--- config.mk ---
export PLATFORM = sky130hd
export DESIGN_NAME = shso_ctrl
export DESIGN_NICKNAME = d
export VERILOG_FILES = /design/src/rtl/shso_pkg.sv /design/src/rtl/shso_ctrl.sv
export SDC_FILE = /design/constraint.sdc
export NUM_CORES = 1
export LEC_CHECK = 0
export ABC_AREA = 1
export BUFFER_PORTS_ARGS = -buffer_cell sky130_fd_sc_hd__buf_4
export CAP_MARGIN = 40
export CORE_AREA = 5 5 42 44
export CTS_CLUSTER_SIZE = 16
export DETAILED_ROUTE_END_ITERATION = 6
export DIE_AREA = 0 0 47 49
export MAX_ROUTING_LAYER = met4
export PLACE_DENSITY = 0.71
export SLEW_MARGIN = 10
export SYNTH_ARGS = -nofsm -noshare
export SYNTH_HDL_FRONTEND = slang
export SYNTH_SLANG_ARGS = --single-unit
--- constraint.sdc ---
create_clock -name aclk -period 1.6 [get_ports aclk]
set_clock_uncertainty 0.15 [all_clocks]
set_input_delay 0.08 -clock aclk [delete_from_list [all_inputs] [get_ports aclk]]
set_output_delay 0.08 -clock aclk [all_outputs]
set_load 0.05 [all_outputs]
--- src/rtl/shso_pkg.sv ---
package shso_pkg;

    // fixed field widths
    localparam int RATE_W      = 24;
    localparam int AMP_W       = 16;
    localparam int PHASE_W     = 24;
    localparam int COUNT_W     = 5;
    localparam int STEP_W      = 24;
    localparam int ACC_W       = 32;
    localparam int ANGLE_W     = 19;
    localparam int SINE_W      = 16;
    localparam int CFG_IDX_W   = 2;
    localparam int CFG_DATA_W  = 24;

    // default parameter values
    localparam int MAX_HARMONICS     = 16;
    localparam int SINE_TABLE_DEPTH  = 1024;

    // register reset values
    localparam logic [RATE_W-1:0]  RATE_RESET  = 24'd65536;
    localparam logic [COUNT_W-1:0] COUNT_RESET = 5'd1;

    // 0.01 as 655 / 2^16
    localparam int EASE_Q16 = 655;
    localparam logic [63:0] TWO_PI_Q30 = 64'd6746518852;
    localparam int ANGLE_MAX = 262143;
    localparam int ANGLE_MIN = -262144;

    typedef enum logic [CFG_IDX_W-1:0] {
        CFG_TARGET_RATE      = 2'd0,
        CFG_TARGET_AMPLITUDE = 2'd1,
        CFG_TARGET_PHASE     = 2'd2,
        CFG_HARMONIC_COUNT   = 2'd3
    } cfg_reg_t;

    typedef enum logic {
        CMD_TICK = 1'b0,
        CMD_LOAD = 1'b1
    } command_t;

    typedef enum logic [1:0] {
        EASE_RATE   = 2'd0,
        EASE_AMP    = 2'd1,
        EASE_OFFSET = 2'd2
    } ease_sel_t;

    typedef struct packed {
        logic      in_take;
        logic      load_acc;
        logic      ease_en;
        ease_sel_t ease_sel;
        logic      adv_mul;
        logic      adv_add;
        logic      emit_init;
        logic      issue;
        logic      finish;
    } shso_cmd_t;

    typedef struct packed {
        logic h_zero;
        logic issue_last;
        logic pipe_busy;
    } shso_status_t;

    // sine of one turn fraction t (Q0.32), Q1.14, quarter-wave folded taylor series
    function automatic logic [SINE_W-1:0] sine_q14(input logic [31:0] t_in);
        logic [31:0] t;
        logic        neg;
        logic [63:0] x;
        logic [63:0] x2;
        logic [63:0] r;
        logic [63:0] s;
        t   = t_in;
        neg = 1'b0;
        if (t >= 32'h8000_0000) begin
            neg = 1'b1;
            t   = t - 32'h8000_0000;
        end
        if (t > 32'h4000_0000) begin
            t = 32'h8000_0000 - t;
        end
        x  = (64'(t) * TWO_PI_Q30) >> 32;
        x2 = (x * x) >> 30;
        r  = (64'd1 << 30) - (x2 / 64'd110);
        r  = (64'd1 << 30) - (((x2 * r) >> 30) / 64'd72);
        r  = (64'd1 << 30) - (((x2 * r) >> 30) / 64'd42);
        r  = (64'd1 << 30) - (((x2 * r) >> 30) / 64'd20);
        r  = (64'd1 << 30) - (((x2 * r) >> 30) / 64'd6);
        s  = (x * r) >> 30;
        s  = (s + 64'd32768) >> 16;
        if (s > 64'd16384) begin
            s = 64'd16384;
        end
        return neg ? (SINE_W'(0) - SINE_W'(s)) : SINE_W'(s);
    endfunction

endpackage

--- src/rtl/shso_ctrl.sv ---
module shso_ctrl import shso_pkg::*; (
    input  logic         aclk,
    input  logic         aresetn,
    input  logic         s_valid,
    output logic         s_ready,
    input  logic         s_command,
    output logic         m_valid,
    input  logic         m_ready,
    input  shso_status_t status,
    output shso_cmd_t    cmd
);

    typedef enum logic [3:0] {
        ST_IDLE,
        ST_EASE_RATE,
        ST_EASE_AMP,
        ST_EASE_OFF,
        ST_ADV_MUL,
        ST_ADV_ADD,
        ST_SETUP,
        ST_ISSUE,
        ST_DRAIN,
        ST_FINISH
    } state_t;

    state_t state_reg;
    state_t state_next;
    logic   m_valid_reg;
    logic   m_valid_next;
    logic   out_free;

    assign out_free = !m_valid_reg || m_ready;

    always_comb begin
        state_next   = state_reg;
        m_valid_next = m_valid_reg && !m_ready;
        cmd          = '0;
        cmd.ease_sel = EASE_RATE;
        unique case (state_reg)
            ST_IDLE: begin
                cmd.in_take = s_valid;
                if (s_valid) begin
                    if (command_t'(s_command) == CMD_LOAD) begin
                        cmd.load_acc = 1'b1;
                        state_next   = ST_SETUP;
                    end else begin
                        state_next = ST_EASE_RATE;
                    end
                end
            end
            ST_EASE_RATE: begin
                cmd.ease_en  = 1'b1;
                cmd.ease_sel = EASE_RATE;
                state_next   = ST_EASE_AMP;
            end
            ST_EASE_AMP: begin
                cmd.ease_en  = 1'b1;
                cmd.ease_sel = EASE_AMP;
                state_next   = ST_EASE_OFF;
            end
            ST_EASE_OFF: begin
                cmd.ease_en  = 1'b1;
                cmd.ease_sel = EASE_OFFSET;
                state_next   = ST_ADV_MUL;
            end
            ST_ADV_MUL: begin
                cmd.adv_mul = 1'b1;
                state_next  = ST_ADV_ADD;
            end
            ST_ADV_ADD: begin
                cmd.adv_add = 1'b1;
                state_next  = ST_SETUP;
            end
            ST_SETUP: begin
                cmd.emit_init = 1'b1;
                state_next    = status.h_zero ? ST_FINISH : ST_ISSUE;
            end
            ST_ISSUE: begin
                cmd.issue = 1'b1;
                if (status.issue_last) begin
                    state_next = ST_DRAIN;
                end
            end
            ST_DRAIN: begin
                if (!status.pipe_busy) begin
                    state_next = ST_FINISH;
                end
            end
            ST_FINISH: begin
                // hold until the output register can take the result
                if (out_free) begin
                    cmd.finish   = 1'b1;
                    m_valid_next = 1'b1;
                    state_next   = ST_IDLE;
                end
            end
            default: state_next = ST_IDLE;
        endcase
    end

    always_ff @(posedge aclk) begin
        if (!aresetn) begin
            state_reg   <= ST_IDLE;
            m_valid_reg <= 1'b0;
        end else begin
            state_reg   <= state_next;
            m_valid_reg <= m_valid_next;
        end
    end

    assign s_ready = (state_reg == ST_IDLE);
    assign m_valid = m_valid_reg;

endmodule

Yosys cells after proc, flatten, opt, wreduce, memory -nomap -nowiden

Index checks and enable logic that the tools add are counted.

Equal/unequal tests: 13
Mux-type cells: 19
Reductions and logical operators: 6

Operators with widths:

| cell                                                             | number |
|---|---|
| 4-bit one-hot mux with 10 select lines                           | 1 |
| 4-bit 2-to-1 mux                                                 | 5 |
| 4-bit by 3-bit == test with 1-bit output (second input constant) | 4 |
| 1-bit 2-to-1 mux                                                 | 10 |
| 3-bit one-hot mux with 3 select lines                            | 1 |
| 4-bit by 2-bit == test with 1-bit output (second input constant) | 2 |
| 4-bit == test (second input constant)                            | 2 |
| 2-bit != test (second input constant)                            | 4 |
| 4-bit by 1-bit == test with 1-bit output (second input constant) | 1 |
| 4-bit logical NOT                                                | 1 |
| 4-bit AND reduction                                              | 1 |
| 3-bit 2-to-1 mux                                                 | 1 |
| 1-bit logical NOT                                                | 2 |
| 2-bit 2-to-1 mux                                                 | 1 |
| 1-bit logical AND                                                | 1 |
| 1-bit logical OR                                                 | 1 |

Flip-flop bits (word level): 5
Bits of input ports: 8
Output and inout port bits: 12
Word-level logic and storage cells: 40

Longest topological paths before layout

Gate-level depths: netlist of run 1.

Depth in word-level cells: 4
Mapped depth: 8
Gate-level depth less buffers: 8

Worst setup path after synthesis of run 1

OpenSTA, ideal clock, no wires.

Path type: reg-to-output
Start point: register state_reg[0]
End point: output port cmd[8] (netlist name)
Arrival: 2.536 ns
Slack: -1.166 ns
Cell stages (with the launch flop): 6
Path buffers: 0
Path through: dfxtp_1 > nor2_2 > inv_2 > nor2_1 > inv_1 > nor3_1

RTL lines:

| element                  | RTL line         | RTL |
|---|---|---|
| start: declaration       | shso_ctrl.sv:26  | `state_t state_reg;` |
| start signal: assignment | shso_ctrl.sv:106 | `state_reg <= state_next;` |
| end: declaration         | shso_ctrl.sv:10  | `output shso_cmd_t cmd` |

==> impl_metrics.toml, run 1 <==
[drt]
routedWlPerCell_um = 9.91
drcViolationCount = 0
ant_nets = 0
wirelength_um = 1170
vias_per_cell = 4.58
drtPass1Iterations = 4
detail_route.iter0.violations = 9
num_vias = 540

[floorplan]
io_pins = 20
dieHeight_um = 49
core_um2 = 1400
die-area_um2 = 2300
rows = 14
die_x_um = 47
start_util_pct = 32.1

[clock_network]
clk-insertion-delay-late_ns = 0.25
numCtsBuffers = 3
clk_path_buf_depth = 2
cts.clk_slew.worst_paths_ns = 0.05
cts_tree = "built"
clkSinkCount = 5
htree_levels = 1
clockRootBuffer = "clkbuf_4"

[synthesis]
netlist_top_cells_area = "dfxtp_1 22%, nand2_1 12%, inv_1 11%, nor2_1 9.2%, nor2_4 7.5%"
synth_fa_ha_area_share_pct = 0
avgSynthCellArea_um2 = 5.93
ys_warn_count = 0
syn_area_um2 = 450
synth-xor-area-share_pct = 0
synth_fp_nets = 84
seq_area_frac_synth_pct = 22.2
synth-compound-area-share_pct = 7.78
synth_cells = 76
synth_top_area_share_pct = 22.2
muxShareOfSynthArea_pct = 0
ys_ff_latch = 5
synthSimpleGateAreaFrac_pct = 55.8
synth_top_family_by_area = "simple AND/OR/NAND/NOR gates"
synth.distinct_cells = 16
yosys.area.top_type = "dfxtp_1"

[critical_path]
cp_max_fo = 4
critPathCaptureType = "primary output"
worstSetupPathType = "reg -> out"
worstPathRequired_ns = 1.37
cp-start-kind = "flop"
worstPathArrival_ns = 1.28

[grt]
grt_antenna_before_repair = 0
grt_pass1_vias = 503
grt_pass1_wl_um = 2010
grt_max_degree = 7
track_usage_pct = 12.4
overflow = 0

[timing]
final-hold-violation-count = 1
grt_setup_unrepaired = "true"
max_slew_margin_pct = 84.2
tightest_slew_ns = 0.235
finalMaxSlewViolations = 0
fin_crit_sh_pct = 94.6
whs_ns = -0.00166
min_period_ns = 1.51
clock.fmax_ghz = 0.660
setup_violations = 0

[layout]
final_cell_mix = "19 x buf_4, 13 x inv_1, 13 x nand2_1, 9 x nor2_1"
area_delta_synth_final_pct = 57.2
n_antenna_cell = 0
largest_reg_flops = 4
drive_gt1_share_pct = 47.1
nets = 111
final_area_um2 = 708
layout_commonest_cell = "buf_4"

[run_status]
violations = "negative hold slack"
status = "complete, but fails checks"

[power]
p_leak_nw = 0.371
powerDensity_nw_per_um2 = 2060
p_total_mw = 1.46
vdd_drop_max_mv = 0.676

[placed_design]
place.gp.congestion = 0.779
portBuffers = 19
hpwl_um = 940
place_area_um2 = 639

[job]
maxCapViolations = 0

[hold_path]
hp-class = "in -> reg"
report_power, final:
part | internal, mW | switching (mW)
logic | 0.345 | 0.741
registers | 0.166 | 0.0561
clock network | 0.0946 | 0.0567
total | 0.606 | 0.853
critical path, cell delays in order, from the launching register on:
cell and delay [ns]:
dfxtp_2 0.34, nor2_4 0.13, inv_2 0.08, nor2_4 0.08, inv_1 0.09, nor3_4 0.12
buf_6 0.18
Yosys cell counts:
master / instances
o21ai_1: 1
o21ai_0: 1
inv_1: 13
nand3_2: 1
dfxtp_1: 5
nand2_4: 2
nand2_1: 14
nand4_1: 1
nor2_1: 11
a21oi_1: 5
nor3_1: 1
nor2_2: 5
nand2_2: 3
nor2_4: 3
inv_2: 4
nand3_1: 6
layer usage:
layer	track usage [%]	wire, um	vias to the layer above
met1	13.1	440	244
li1	-	-	280
met2	20.1	622	14
met3	4.06	86	2
met4	5.53	19	0
met5	-	0	-
stage by stage:
step / utilization, % / cells / setup TNS (ns) / setup WS [ns] / hold slack [ns]
floorplan: - / 76 / -0.554 / -0.184 / 0.103
global placement: 45.6 / 111 / 0 / 0.185 / 0.222
detailed placement: 45.6 / 111 / 0 / 0.129 / 0.219
CTS: 50.1 / 118 / 0 / 0.0128 / 0.000441
global route: 50.5 / 118 / -0.0211 / -0.0124 / 0.00241
finish: 50.5 / 118 / 0 / 0.0858 / -0.00166
logic make-up (layout without fill, tap and decap cells):
logic type,after synthesis,in the layout
simple gates,47,47
buf+inv,17,43
compound gates,7,7
flops,5,5
worst paths after layout:
kind	from	end	slack, ns	cells after the start
min	status[1]	state_reg[1]	-0.002	4
max	state_reg[1]	cmd[8]	0.09	6
max reg2reg	state_reg[3]	state_reg[0]	0.27	7
min reg2reg	state_reg[3]	state_reg[3]	0.37	2
cell type report:
type	count	area, um2
inverter	17	63.8
multi-input combinational	54	320
clock buffer	4	26.3
timing repair buffer	22	174
sequential	5	104
fill	154	693
tap	16	20.0
repair_timing:
item / CTS / global route
hold buffers: 2 / 0
buffers inserted: 1 / 0
hold endpoints to repair: 5 / 0
resized for setup: 2 / 4
gates cloned: 0 / 0
pin swaps: 1 / 0
setup endpoints to repair: 2 / 3
No activity file was read; power rests on OpenSTA's default activity.
==> run 2: changes to the inputs <==
--- a/config.mk
+++ b/config.mk
@@ -8,12 +8,15 @@
 export ABC_AREA = 1
 export BUFFER_PORTS_ARGS = -buffer_cell sky130_fd_sc_hd__buf_4
 export CAP_MARGIN = 40
-export CORE_AREA = 5 5 42 44
+export CELL_PAD_IN_SITES_DETAIL_PLACEMENT = 0
+export CELL_PAD_IN_SITES_GLOBAL_PLACEMENT = 1
+export CORE_MARGIN = 5
+export CORE_UTILIZATION = 28
 export CTS_CLUSTER_SIZE = 16
 export DETAILED_ROUTE_END_ITERATION = 6
-export DIE_AREA = 0 0 47 49
+export GPL_TIMING_DRIVEN = 0
 export MAX_ROUTING_LAYER = met4
-export PLACE_DENSITY = 0.71
+export PLACE_DENSITY = 0.84
 export SLEW_MARGIN = 10
 export SYNTH_ARGS = -nofsm -noshare
 export SYNTH_HDL_FRONTEND = slang
==> run 2 against run 1 <==
Register-to-register slack got worse by 0.07 ns. The run now ends clean. Highest routed layer is now met3. Fmax is 0.19% lower. Final cell count grew 0.85%. Worst setup slack worse by 0.0028 ns. Largest cell class unchanged.
==> impl_metrics.toml, run 2 (synthesis gave the netlist of run 1 again) <==
[power]
power.share.clock_pct = 10.2
p_int_mw = 0.610
p_total_mw = 1.46
vdd_drop_max_mv = 0.991
switching_share_pct = 58.3
power.net_switching_mw = 0.851
pwr-share-comb_pct = 74.3
powerDensity_nw_per_um2 = 2020
p_leak_nw = 0.376
seq_power_share_pct = 15.5

[critical_path]
critPathCaptureType = "primary output"
worstPathRequired_ns = 1.37
cp-start-kind = "flop"
rrSetupSlack_ns = 0.20
reg2reg_to = "state_reg[3]"
worstSetupPathType = "reg -> out"
r2r-start = "state_reg[1]"
worstPathArrival_ns = 1.29
cp_max_fo = 4
worstRegToRegCells = 7

[layout]
layout_commonest_cell = "buf_4"
drive_gt1_share_pct = 46.6
nets = 112
fillers = 165
n_antenna_cell = 0
largest_reg_flops = 4
area_delta_synth_final_pct = 60.6
final_cell_mix = "19 x buf_4, 13 x inv_1, 13 x nand2_1, 9 x nor2_1, 7 x nor2_4"

[run_status]
status = "finished, final reports clean"

[hold_path]
hold_end = "state_reg[3]"
min_path_cells = 5
hp-class = "in -> reg"
worstHoldStart = "status[2]"

[floorplan]
start_util_pct = 29.6
io_pins = 20
die-area_um2 = 2510
rows = 14
die_x_um = 50.1
dieHeight_um = 50.1
core_um2 = 1520

[drt]
vias_per_cell = 4.45
routedWlPerCell_um = 9.89
drtPass1Iterations = 2
wirelength_um = 1180
num_vias = 530
ant_nets = 0
drcViolationCount = 0
detail_route.iter0.violations = 2

[grt]
grt_antenna_before_repair = 0
grt_pass1_vias = 501
overflow = 0
grt_pass1_wl_um = 1990
grt_max_degree = 7
track_usage_pct = 10.3

[timing]
final-hold-violation-count = 0
clock.fmax_ghz = 0.659
tightest_slew_ns = 0.236
whs_ns = 0.0886
setup_violations = 0
finalMaxSlewViolations = 0
max_slew_margin_pct = 84.2
min_period_ns = 1.52
fin_crit_sh_pct = 94.8

[clock_network]
clk_path_buf_depth = 2
cts_tree = "built"
cts.clk_slew.worst_paths_ns = 0.04
clockRootBuffer = "clkbuf_4"
clk-insertion-delay-late_ns = 0.24
htree_levels = 1
numCtsBuffers = 3
clkSinkCount = 5

[placed_design]
portBuffers = 19
place.gp.congestion = 0.814
hpwl_um = 955

[job]
maxCapViolations = 0
run 2: changes by cell type in the layout (fill, tap and decap cells not counted):
cell           previous run  this run
dlygate4sd3_1             2         3
nor2_2                    4         3
nor2_4                    6         7
run 2: power by group through the flow:
| stage | clock [mW] | sequential [mW] | combinational (mW) |
|---|---|---|---|
| after floorplan | 0 | 0.205 | 0.816 |
| after global routing | 0.161 | 0.234 | 1.18 |
| after global placement | 0 | 0.208 | 1.04 |
| final | 0.148 | 0.227 | 1.09 |
| after CTS | 0.153 | 0.216 | 1.09 |
| after detailed placement | 0 | 0.210 | 1.04 |
run 2: worst max-delay path, cell delays in order, from the launching register on:
cell and delay, ns:
dfxtp_1 0.36, nor2_4 0.14, inv_2 0.08, nor2_4 0.08
inv_1 0.09, nor3_4 0.12, buf_6 0.18
run 2: area by class of cell:
type,count,area [um2],area share [%]
tap,16,20.0,2.77
sequential,5,104,14.4
inverter,17,63.8,8.82
timing repair buffer,23,184,25.4
clock buffer,4,26.3,3.63
multi-input combinational,54,325,45.0
run 2: worst max path at each step:
| stage | startpoint | end | depth (start not counted) |
|---|---|---|---|
| finish | state_reg[1] | cmd[8] | 6 |
| global route | state_reg[3] | cmd[8] | 6 |
| CTS | state_reg[3] | cmd[0] | 5 |
| detailed placement | state_reg[0] | cmd[8] | 6 |
| global placement | state_reg[0] | cmd[8] | 6 |
| floorplan | state_reg[3] | state_reg[2] | 7 |
run 2: layer usage:
metal	routed length (um)	GRT usage (%)
met1	542	12.9
met2	559	14.9
met3	75	2.71
met4	0	5.24
met5	0	-
run 2: metrics by stage:
stage / worst slack, ns / util, % / setup TNS (ns) / cell area, um2 / instances
after floorplan: -0.184 / - / -0.554 / 477 / 76
after global placement: 0.154 / 42.0 / 0 / 639 / 111
after detailed placement: 0.143 / 42.0 / 0 / 639 / 111
after CTS: 0.0137 / 46.7 / 0 / 712 / 119
after global routing: -0.00671 / 47.5 / -0.00671 / 723 / 119
final: 0.0829 / 47.5 / 0 / 723 / 119
run 2: what timing repair did:
| action | in CTS | in global routing |
|---|---|---|
| hold endpoints to repair | 3 | 0 |
| resized for setup | 2 | 5 |
| hold buffers | 3 | 0 |
| pin swaps | 1 | 0 |
| setup buffers | 1 | 0 |
| endpoints found under the setup margin | 2 | 3 |
